<file path="config.mk">
export PLATFORM = sky130hd
export DESIGN_NAME = biphase_rfid_tag_receiver
export DESIGN_NICKNAME = d
export VERILOG_FILES = /design/src/rtl/brtr_pkg.sv /design/src/rtl/brtr_cfg_regs.sv /design/src/rtl/brtr_decoder.sv /design/src/rtl/biphase_rfid_tag_receiver.sv
export SDC_FILE = /design/constraint.sdc
export NUM_CORES = 1
export LEC_CHECK = 0
export ABC_AREA = 0
export BUFFER_PORTS_ARGS = -buffer_cell sky130_fd_sc_hd__buf_2
export CAP_MARGIN = 20
export CORE_MARGIN = 4
export CORE_UTILIZATION = 50
export CTS_BUF_LIST = sky130_fd_sc_hd__clkbuf_4
export CTS_CLUSTER_SIZE = 40
export DETAILED_ROUTE_END_ITERATION = 16
export GPL_TIMING_DRIVEN = 0
export PLACE_DENSITY = 0.69
export SYNTH_ARGS = -nofsm -noshare
export SYNTH_HDL_FRONTEND = slang
export SYNTH_SLANG_ARGS = --single-unit
</file>
<file path="constraint.sdc">
create_clock -name clk_i -period 9.39 [get_ports clk_i]
set_clock_uncertainty 0.15 [all_clocks]
set_input_delay 0 -clock clk_i [delete_from_list [all_inputs] [get_ports clk_i]]
set_output_delay 0 -clock clk_i [all_outputs]
set_load 0.02 [all_outputs]
</file>
<file path="src/rtl/brtr_pkg.sv">
// Shared types and constants for the biphase tag receiver.
package brtr_pkg;

  // Field widths
  localparam int unsigned IntervalW = 16;
  localparam int unsigned FrameW    = 64;
  localparam int unsigned StatusW   = 3;
  localparam int unsigned CfgDataW  = 16;
  localparam int unsigned CfgIdxW   = 2;
  localparam int unsigned RetryW    = 6;
  localparam int unsigned CountW    = 8;
  localparam int unsigned HeaderW   = 4;

  // Decoder limits
  localparam logic [CountW-1:0]  HUNT_LIMIT   = 8'd128;
  localparam logic [HeaderW-1:0] HEADER_ONES  = 4'd9;
  localparam logic [CountW-1:0]  FIRST_BIT    = 8'd9;
  localparam logic [CountW-1:0]  LAST_ROW_END = 8'd61;
  localparam logic [CountW-1:0]  FRAME_BITS   = 8'd64;
  localparam logic [2:0]         ROW_LEN      = 3'd5;
  localparam logic [FrameW-1:0]  HEADER_INIT  = 64'h1FF;

  // Register indexes
  localparam logic [CfgIdxW-1:0] CFG_LONG_THRESHOLD = 2'd0;
  localparam logic [CfgIdxW-1:0] CFG_INVERT_MODE    = 2'd1;
  localparam logic [CfgIdxW-1:0] CFG_TIMEOUT_LIMIT  = 2'd2;
  localparam logic [CfgIdxW-1:0] CFG_RETRY_LIMIT    = 2'd3;

  // Register reset values
  localparam logic [15:0]       RST_LONG_THRESHOLD = 16'd384;
  localparam logic              RST_INVERT_MODE    = 1'b0;
  localparam logic [15:0]       RST_TIMEOUT_LIMIT  = 16'd2000;
  localparam logic [RetryW-1:0] RST_RETRY_LIMIT    = 6'd30;

  typedef enum logic [StatusW-1:0] {
    ST_OK        = 3'd0,
    ST_COL_ERR   = 3'd1,
    ST_TIMEOUT   = 3'd2,
    ST_NO_HEADER = 3'd3,
    ST_RETRY_OUT = 3'd4
  } status_e;

  typedef struct packed {
    logic [15:0]       long_threshold;
    logic              invert_mode;
    logic [15:0]       timeout_limit;
    logic [RetryW-1:0] retry_limit;
  } cfg_t;

  typedef struct packed {
    logic              emit;
    logic [FrameW-1:0] frame;
    status_e           status;
  } result_t;

endpackage

</file>
<file path="src/rtl/brtr_cfg_regs.sv">
// Configuration register file for the biphase tag receiver.
module brtr_cfg_regs (
  input  logic                            clk_i,
  input  logic                            rst_ni,
  input  logic                            cfg_we_i,
  input  logic [brtr_pkg::CfgIdxW-1:0]    cfg_index_i,
  input  logic [brtr_pkg::CfgDataW-1:0]   cfg_wdata_i,
  output brtr_pkg::cfg_t                  cfg_o
);
  import brtr_pkg::*;

  cfg_t cfg_q, cfg_d;

  always_comb begin
    cfg_d = cfg_q;
    if (cfg_we_i) begin
      unique case (cfg_index_i)
        CFG_LONG_THRESHOLD: cfg_d.long_threshold = cfg_wdata_i;
        CFG_INVERT_MODE:    cfg_d.invert_mode    = cfg_wdata_i[0];
        CFG_TIMEOUT_LIMIT:  cfg_d.timeout_limit  = cfg_wdata_i;
        CFG_RETRY_LIMIT:    cfg_d.retry_limit    = cfg_wdata_i[RetryW-1:0];
        default:            cfg_d = cfg_q;
      endcase
    end
  end

  always_ff @(posedge clk_i or negedge rst_ni) begin
    if (!rst_ni) begin
      cfg_q.long_threshold <= RST_LONG_THRESHOLD;
      cfg_q.invert_mode    <= RST_INVERT_MODE;
      cfg_q.timeout_limit  <= RST_TIMEOUT_LIMIT;
      cfg_q.retry_limit    <= RST_RETRY_LIMIT;
    end else begin
      cfg_q <= cfg_d;
    end
  end

  assign cfg_o = cfg_q;

endmodule

</file>
<file path="src/rtl/brtr_decoder.sv">
// Symbol classification, framing and parity checks of the tag receiver.
module brtr_decoder (
  input  logic                              clk_i,
  input  logic                              rst_ni,
  input  logic                              step_i,
  input  logic [brtr_pkg::IntervalW-1:0]    interval_i,
  input  logic                              restart_i,
  input  brtr_pkg::cfg_t                    cfg_i,
  output brtr_pkg::result_t                 res_o
);
  import brtr_pkg::*;

  typedef enum logic [1:0] {
    PH_HUNT   = 2'd0,
    PH_HEADER = 2'd1,
    PH_DATA   = 2'd2,
    PH_DONE   = 2'd3
  } phase_e;

  phase_e              phase_q, phase_d, cur_phase;
  logic [CountW-1:0]   sc_q, sc_d, cur_sc, sc_n;
  logic [HeaderW-1:0]  ho_q, ho_d, cur_ho, ho_n;
  logic [1:0]          sp_q, sp_d, cur_sp;
  logic [FrameW-1:0]   fs_q, fs_d, cur_fs, fs_n;
  logic                rp_q, rp_d, cur_rp, rp_n;
  logic [2:0]          rb_q, rb_d, cur_rb, rb_n;
  logic [RetryW-1:0]   retry_q, retry_d, cur_retry;
  logic                is_long, pair_done, over, bit_vld, bit_val, row_end;
  result_t             res;

  // Even parity over each of the four columns, stop bit excluded.
  function automatic logic col_error(input logic [FrameW-1:0] f);
    logic err;
    logic p;
    err = 1'b0;
    for (int j = 0; j < 4; j++) begin
      p = 1'b0;
      for (int i = 0; i < 11; i++) begin
        p = p ^ f[i*5 + 1 + j];
      end
      err = err | p;
    end
    return err;
  endfunction

  // Restart wipes progress before the interval is looked at
  assign cur_phase = restart_i ? PH_HUNT : phase_q;
  assign cur_sc    = restart_i ? '0 : sc_q;
  assign cur_ho    = restart_i ? '0 : ho_q;
  assign cur_sp    = restart_i ? '0 : sp_q;
  assign cur_fs    = restart_i ? '0 : fs_q;
  assign cur_rp    = restart_i ? 1'b0 : rp_q;
  assign cur_rb    = restart_i ? '0 : rb_q;
  assign cur_retry = restart_i ? '0 : retry_q;

  assign is_long   = interval_i > cfg_i.long_threshold;
  assign pair_done = !is_long && (cur_sp != 2'd0);
  assign over      = cur_sc >= HUNT_LIMIT;
  assign bit_vld   = is_long || pair_done;
  assign bit_val   = is_long ? !cfg_i.invert_mode : cfg_i.invert_mode;
  assign fs_n      = {cur_fs[FrameW-2:0], bit_val};
  assign rp_n      = cur_rp ^ bit_val;
  assign rb_n      = cur_rb + 3'd1;
  assign sc_n      = cur_sc + 8'd1;
  assign row_end   = (rb_n == ROW_LEN) && (sc_n < LAST_ROW_END);

  always_comb begin
    ho_n = cur_ho;
    if (is_long) begin
      ho_n = cfg_i.invert_mode ? '0 : cur_ho + 4'd1;
    end else if (pair_done) begin
      ho_n = cfg_i.invert_mode ? cur_ho + 4'd1 : '0;
    end
  end

  always_comb begin
    phase_d    = cur_phase;
    sc_d       = cur_sc;
    ho_d       = cur_ho;
    sp_d       = cur_sp;
    fs_d       = cur_fs;
    rp_d       = cur_rp;
    rb_d       = cur_rb;
    retry_d    = cur_retry;
    res.emit   = 1'b0;
    res.frame  = '0;
    res.status = ST_OK;

    if (cur_phase != PH_DONE) begin
      if (interval_i > cfg_i.timeout_limit) begin
        phase_d    = PH_DONE;
        res.emit   = 1'b1;
        res.status = ST_TIMEOUT;
      end else begin
        // short pair tracking is shared by header wait and data
        if (cur_phase != PH_HUNT && !is_long) begin
          sp_d = pair_done ? 2'd0 : cur_sp + 2'd1;
        end
        unique case (cur_phase)
          PH_HUNT: begin
            if (!over) sc_d = sc_n;
            if (is_long) begin
              phase_d = PH_HEADER;
              sc_d    = '0;
            end else if (over) begin
              phase_d    = PH_DONE;
              res.emit   = 1'b1;
              res.status = ST_NO_HEADER;
            end
          end
          PH_HEADER: begin
            ho_d = ho_n;
            if (!over) sc_d = sc_n;
            if (ho_n >= HEADER_ONES) begin
              phase_d = PH_DATA;
              fs_d    = HEADER_INIT;
              sc_d    = FIRST_BIT;
              rp_d    = 1'b0;
              rb_d    = '0;
            end else if (over) begin
              phase_d    = PH_DONE;
              res.emit   = 1'b1;
              res.status = ST_NO_HEADER;
            end
          end
          PH_DATA: begin
            if (bit_vld) begin
              fs_d = fs_n;
              rp_d = rp_n;
              rb_d = rb_n;
              sc_d = sc_n;
              if (row_end && rp_n) begin
                if (cur_retry >= cfg_i.retry_limit) begin
                  phase_d    = PH_DONE;
                  res.emit   = 1'b1;
                  res.status = ST_RETRY_OUT;
                end else begin
                  // bad row: count a retry and hunt again from scratch
                  retry_d = cur_retry + 6'd1;
                  phase_d = PH_HUNT;
                  sc_d    = '0;
                  ho_d    = '0;
                  sp_d    = '0;
                  fs_d    = '0;
                  rp_d    = 1'b0;
                  rb_d    = '0;
                end
              end else if (row_end) begin
                rp_d = 1'b0;
                rb_d = '0;
              end else if (sc_n >= FRAME_BITS) begin
                phase_d  = PH_DONE;
                res.emit = 1'b1;
                if (col_error(fs_n)) begin
                  res.status = ST_COL_ERR;
                end else begin
                  res.frame = fs_n;
                end
              end
            end
          end
          PH_DONE: begin
            phase_d = cur_phase;
          end
          default: begin
            phase_d = cur_phase;
          end
        endcase
      end
    end
  end

  always_ff @(posedge clk_i or negedge rst_ni) begin
    if (!rst_ni) begin
      phase_q <= PH_HUNT;
      sc_q    <= '0;
      ho_q    <= '0;
      sp_q    <= '0;
      fs_q    <= '0;
      rp_q    <= 1'b0;
      rb_q    <= '0;
      retry_q <= '0;
    end else if (step_i) begin
      phase_q <= phase_d;
      sc_q    <= sc_d;
      ho_q    <= ho_d;
      sp_q    <= sp_d;
      fs_q    <= fs_d;
      rp_q    <= rp_d;
      rb_q    <= rb_d;
      retry_q <= retry_d;
    end
  end

  assign res_o = res;

`ifndef SYNTHESIS
  a_data_count: assert property (@(posedge clk_i) disable iff (!rst_ni)
    phase_q == PH_DATA |-> (sc_q >= FIRST_BIT) && (sc_q < FRAME_BITS))
    else $error("bit count out of frame range in data phase");

  a_row_bits: assert property (@(posedge clk_i) disable iff (!rst_ni)
    phase_q != PH_DONE |-> rb_q < ROW_LEN)
    else $error("row bit count passed row length");

  a_short_pairs: assert property (@(posedge clk_i) disable iff (!rst_ni)
    sp_q <= 2'd1)
    else $error("short pair count overflow");
`endif

endmodule

</file>
<file path="src/rtl/biphase_rfid_tag_receiver.sv">
// Top level of the biphase tag receiver: input stage, decoder, result register.
// An accepted item waits in the input stage; its result is then held in the result register.
// Throughput: one item per cycle while no result is stalled; decoder state updates per step.
// in_stall_o rises only while a held result is stalled and the input stage is full.
// Reset (rst_ni low, async): hunt phase, all counts and retries cleared,
// registers back to threshold 384, normal mode, timeout 2000, retry limit 30.
module biphase_rfid_tag_receiver (
  input  logic                              clk_i,
  input  logic                              rst_ni,
  // interval items
  input  logic                              in_valid_i,
  output logic                              in_stall_o,
  input  logic [brtr_pkg::IntervalW-1:0]    interval_i,
  input  logic                              restart_i,
  // result items
  output logic                              out_valid_o,
  input  logic                              out_stall_i,
  output logic [brtr_pkg::FrameW-1:0]       tag_frame_o,
  output logic [brtr_pkg::StatusW-1:0]      status_o,
  // register writes
  input  logic                              cfg_we_i,
  input  logic [brtr_pkg::CfgIdxW-1:0]      cfg_index_i,
  input  logic [brtr_pkg::CfgDataW-1:0]     cfg_wdata_i
);
  import brtr_pkg::*;

  cfg_t                 cfg;
  result_t              res;

  // Input stage
  logic                 s1_valid_q, s1_valid_d;
  logic [IntervalW-1:0] interval_q;
  logic                 restart_q;

  // Result register
  logic                 out_valid_q, out_valid_d;
  logic [FrameW-1:0]    frame_q;
  status_e              status_q;

  logic                 out_free, step, in_take;

  // The result register can take a new value if empty or being drained now
  assign out_free   = !out_valid_q || !out_stall_i;
  assign step       = s1_valid_q && out_free;
  assign in_stall_o = s1_valid_q && !out_free;
  assign in_take    = in_valid_i && !in_stall_o;

  brtr_cfg_regs u_cfg (
    .clk_i       (clk_i),
    .rst_ni      (rst_ni),
    .cfg_we_i    (cfg_we_i),
    .cfg_index_i (cfg_index_i),
    .cfg_wdata_i (cfg_wdata_i),
    .cfg_o       (cfg)
  );

  brtr_decoder u_dec (
    .clk_i      (clk_i),
    .rst_ni     (rst_ni),
    .step_i     (step),
    .interval_i (interval_q),
    .restart_i  (restart_q),
    .cfg_i      (cfg),
    .res_o      (res)
  );

  always_comb begin
    s1_valid_d = s1_valid_q;
    if (in_take) begin
      s1_valid_d = 1'b1;
    end else if (step) begin
      s1_valid_d = 1'b0;
    end
  end

  always_comb begin
    out_valid_d = out_valid_q;
    if (step && res.emit) begin
      out_valid_d = 1'b1;
    end else if (out_valid_q && !out_stall_i) begin
      out_valid_d = 1'b0;
    end
  end

  always_ff @(posedge clk_i or negedge rst_ni) begin
    if (!rst_ni) begin
      s1_valid_q  <= 1'b0;
      out_valid_q <= 1'b0;
    end else begin
      s1_valid_q  <= s1_valid_d;
      out_valid_q <= out_valid_d;
    end
  end

  // Payload registers, no reset needed
  always_ff @(posedge clk_i) begin
    if (in_take) begin
      interval_q <= interval_i;
      restart_q  <= restart_i;
    end
    if (step && res.emit) begin
      frame_q  <= res.frame;
      status_q <= res.status;
    end
  end

  assign out_valid_o = out_valid_q;
  assign tag_frame_o = frame_q;
  assign status_o    = status_q;

`ifndef SYNTHESIS
  a_stall_cause: assert property (@(posedge clk_i) disable iff (!rst_ni)
    in_stall_o |-> out_valid_o && out_stall_i)
    else $error("input stalled without a blocked result");

  a_fail_frame: assert property (@(posedge clk_i) disable iff (!rst_ni)
    out_valid_o && (status_q != ST_OK) |-> tag_frame_o == '0)
    else $error("failed read carries a nonzero frame");

  a_out_hold: assert property (@(posedge clk_i) disable iff (!rst_ni)
    out_valid_o && out_stall_i |=> out_valid_o && $stable(tag_frame_o) && $stable(status_o))
    else $error("stalled result changed");
`endif

endmodule

</file>
==> impl_metrics.yaml <==
setup_path:
  rrSetupSlack_ps: 3680
  worstRegToRegCells: 16
  critPathLaunchType: "flip-flop"
  cp-endpoint: "tag_frame_o[23]$_SDFFCE_PP0P_"
  worstPathMaxFanout: 15
  startpoint: "restart_q$_DFFE_PP_"
  crit_type: "reg -> reg"
  cp.arrival_ps: 5900
  required_ps: 9580
  r2r_end: "tag_frame_o[23]$_SDFFCE_PP0P_"
  crit_path_end_kind: "flip-flop"
  r2r-start: "restart_q$_DFFE_PP_"
synth:
  netlist_area_sq_um: 10600
  syn_inst: 904
  synth_edf_count: 84
  syn_nets: 993
  seq_area_frac_synth_pct: 54.9
  synth.avg_cell_area_sq_um: 11.7
  ys.flop_type: "dfrtp_1"
  async_reset_ff_share_pct: 60.7
  ys_ff_latch: 214
  ys_types: 75
  synth_warnings: 0
detailed_routing:
  routed_wl_mm: 25.0
  drt_first_iter_violations: 392
  drtAntennaViolNets: 0
  vias: 8025
  post_drt_wl_per_cell_microns: 16.8
  drc: 0
  vias_per_cell: 5.39
  dr.pass1.iters: 5
pwr:
  finalPower_mw: 2.64
  ir_drop_v: 0.000136
  cellPowerDensity_nw_per_um2: 199
  leakage_nw: 5.77
timing:
  maxSlewHeadroom_pct: 40.3
  setup_violations: 0
  fmax_mhz: 175
  worst_pin_slew_ps: 896
  rsz0062_at_grt: "no"
  final-hold-violation-count: 0
  post-route-min-period_ps: 5710
  drv_slew: 0
  fin_crit_sh_pct: 60.8
  worst_slack_ps: 3680
floorplan:
  die_w_microns: 153
  ios: 109
  num_rows: 52
  fp.dieH_microns: 153
  start_util_pct: 51.5
  dieArea_sq_um: 23500
  core_sq_um: 20500
worst_hold_path:
  hold_class: "in -> reg"
place:
  place_inst: 1288
  place_ws_ps: 3720
  portBuffers: 108
  dpl.hpwl_mm: 16.4
  place_congestion: 0.925
  placed_area_sq_um: 11500
cts:
  clk_latency_ps: 670
  cts.repair.resized: 0
  cts_inserted_buffers: 55
  cts-htree-levels: 2
  clk_pin_slew_worst_paths_ps: 60
  post_cts_buffers: 0
  cts_tree: "done"
  root_buffer: "clkbuf_4"
  clk_path_buf_depth: 3
  clock-sinks: 214
grt:
  grt_max_degree: 97
  overflow: 0
  antenna_found_initial: 1
  grt_pass1_vias: 8177
  grt.total_usage_pct: 21.5
  grt_pass1_wl_mm: 41.7
job:
  drv_cap: 0
final_layout:
  stdcell_area_sq_um: 13200
  drive_gt1_share_pct: 22.7
  post-route-util_pct: 64.6
  nNetsFinal: 1261
  areaGrowthSynthToFinish_pct: 25.5
  final_cells: 1489
outcome:
  status: "completed"
metrics by stage:
step / TNS [ps] / hold WS [ps]
3_5_place_dp: 0 / -226
5_1_grt: 0 / 129
3_3_place_gp: -128690 / 26.3
6_report: 0 / 167
4_1_cts: 0 / 56.6
2_1_floorplan: 0 / -446
logic make-up (layout without fill, tap and decap cells):
logic type | Yosys count | count (layout) | synth area share (%)
mux | 33 | 33 | 3.43
fa+ha+maj | 49 | 49 | 5.81
compound gates | 200 | 200 | 14.2
xor+xnor | 52 | 52 | 4.39
flops | 214 | 214 | 54.9
other cells | 0 | 1 | 0
buf+inv | 98 | 412 | 4.03
simple gates | 258 | 258 | 13.3
final cells by class:
| type | count | area (sq um) |
|---|---|---|
| fillers | 1596 | 7250 |
| flip-flops and latches | 214 | 5790 |
| multi-input cells | 592 | 4340 |
| repair buffers | 211 | 1600 |
| clock buffers | 95 | 713 |
| well taps | 270 | 338 |
| inverters | 59 | 221 |
| plain buffers | 39 | 204 |
| clock inverters | 8 | 33.8 |
| diodes | 1 | 2.50 |
critical path, cell delays in order (launching register included):
cell,delay [ps]
edfxtp_1,530
clkbuf_1,550
clkbuf_1,500
clkbuf_1,490
nor2b_1,110
ha_1,300
o311ai_0,540
or2_1,170
buf_1,230
or3_1,170
buf_6,150
nand2_4,90
o21a_1,230
nor3_2,510
buf_6,260
buf_6,190
buf_4,230
where the power goes:
group	internal [mW]	switching, mW
Sequential	1.10	0.0497
Combinational	0.246	0.419
Clock	0.452	0.373
metal layers:
layer | vias up | wire [microns] | GRT usage (%) | share of wire, %
met5 | - | 0 | 0 | 0
met3 | 41 | 1450 | 3.99 | 5.8
met4 | 0 | 479 | 6.83 | 1.9
met1 | 3859 | 10500 | 27.5 | 42
met2 | 246 | 12600 | 37.3 | 50
li1 | 3879 | - | - | -
layout by cell type (no fill, tap or decap), types with 4 or more instances in the layout:
cell type,count
clkinv_1,6
nor2_1,33
ha_1,49
edfxtp_1,84
inv_1,59
a22o_1,58
o211ai_1,4
dlygate4sd3_1,95
clkbuf_4,95
nor4_1,5
clkbuf_1,26
o21a_1,7
mux2_2,25
a21oi_1,26
a21o_1,5
nand2b_1,7
nand3_1,18
xor2_1,7
dfstp_2,12
or3_1,6
o22ai_1,6
xnor2_1,44
a31oi_1,6
dfrtp_1,118
nand2_1,57
o21ai_0,37
nor2b_1,13
a221o_1,11
and2_1,69
nand4_1,13
nor3_1,13
buf_6,12
buf_2,112
mux2i_1,8
sequential cells by signal (all words and copies together), names as in the netlist:
signal         count
u_dec.rb_q         3
status_o           3
u_dec.ho_q         4
u_dec.retry_q      6
out_valid_o        1
s1_valid_q         1
tag_frame_o       64
u_dec.fs_q        63
restart_q          1
u_dec.sp_q         2
interval_q        16
u_dec.sc_q         8
u_cfg.cfg_o       39
u_dec.phase_q      2
u_dec.rp_q         1
synth_stat cells, types with 5 or more instances:
cell type  instances  area, sq um
a21o_1             5         37.5
a21oi_1           26          130
a221o_1           11          110
a22o_1            58          508
a31oi_1            6         37.5
and2_1            69          432
buf_6              7         78.8
clkbuf_1          26         97.6
dfrtp_1          118         2950
dfstp_2           12          315
edfxtp_1          84         2520
ha_1              49          613
inv_1             59          221
mux2_2            25          282
mux2i_1            8         80.1
nand2_1           57          214
nand2b_1           7         43.8
nand3_1           18         90.1
nand4_1           13         81.3
nor2_1            33          124
nor2b_1           13         81.3
nor3_1            14         70.1
nor4_1             5         31.3
o21a_1             7         52.6
o21ai_0           37          185
o22ai_1            6         37.5
or3_1              6         37.5
xnor2_1           44          385
xor2_1             7         61.3
worst min path at each step:
stage | from | end | slack, ps | cells after the start
6_report | cfg_index_i[0] | u_cfg.cfg_o[22]$_DFFE_PN0P_ | 170 | 4
5_1_grt | cfg_index_i[0] | u_cfg.cfg_o[22]$_DFFE_PN0P_ | 130 | 4
4_1_cts | cfg_index_i[0] | u_cfg.cfg_o[22]$_DFFE_PN0P_ | 60 | 4
3_5_place_dp | rst_ni | u_cfg.cfg_o[11]$_DFFE_PN0P_ | -230 | 1
3_3_place_gp | interval_i[7] | interval_q[7]$_DFFE_PP_ | 30 | 1
2_1_floorplan | rst_ni | out_valid_o$_DFFE_PN0P_ | -450 | 0
timing repair:
action	CTS	global route
hold buffers	96	0
endpoints found under the hold margin	213	0
setup endpoints to repair	0	0
Note: power is estimated with default switching activity, not from simulation.
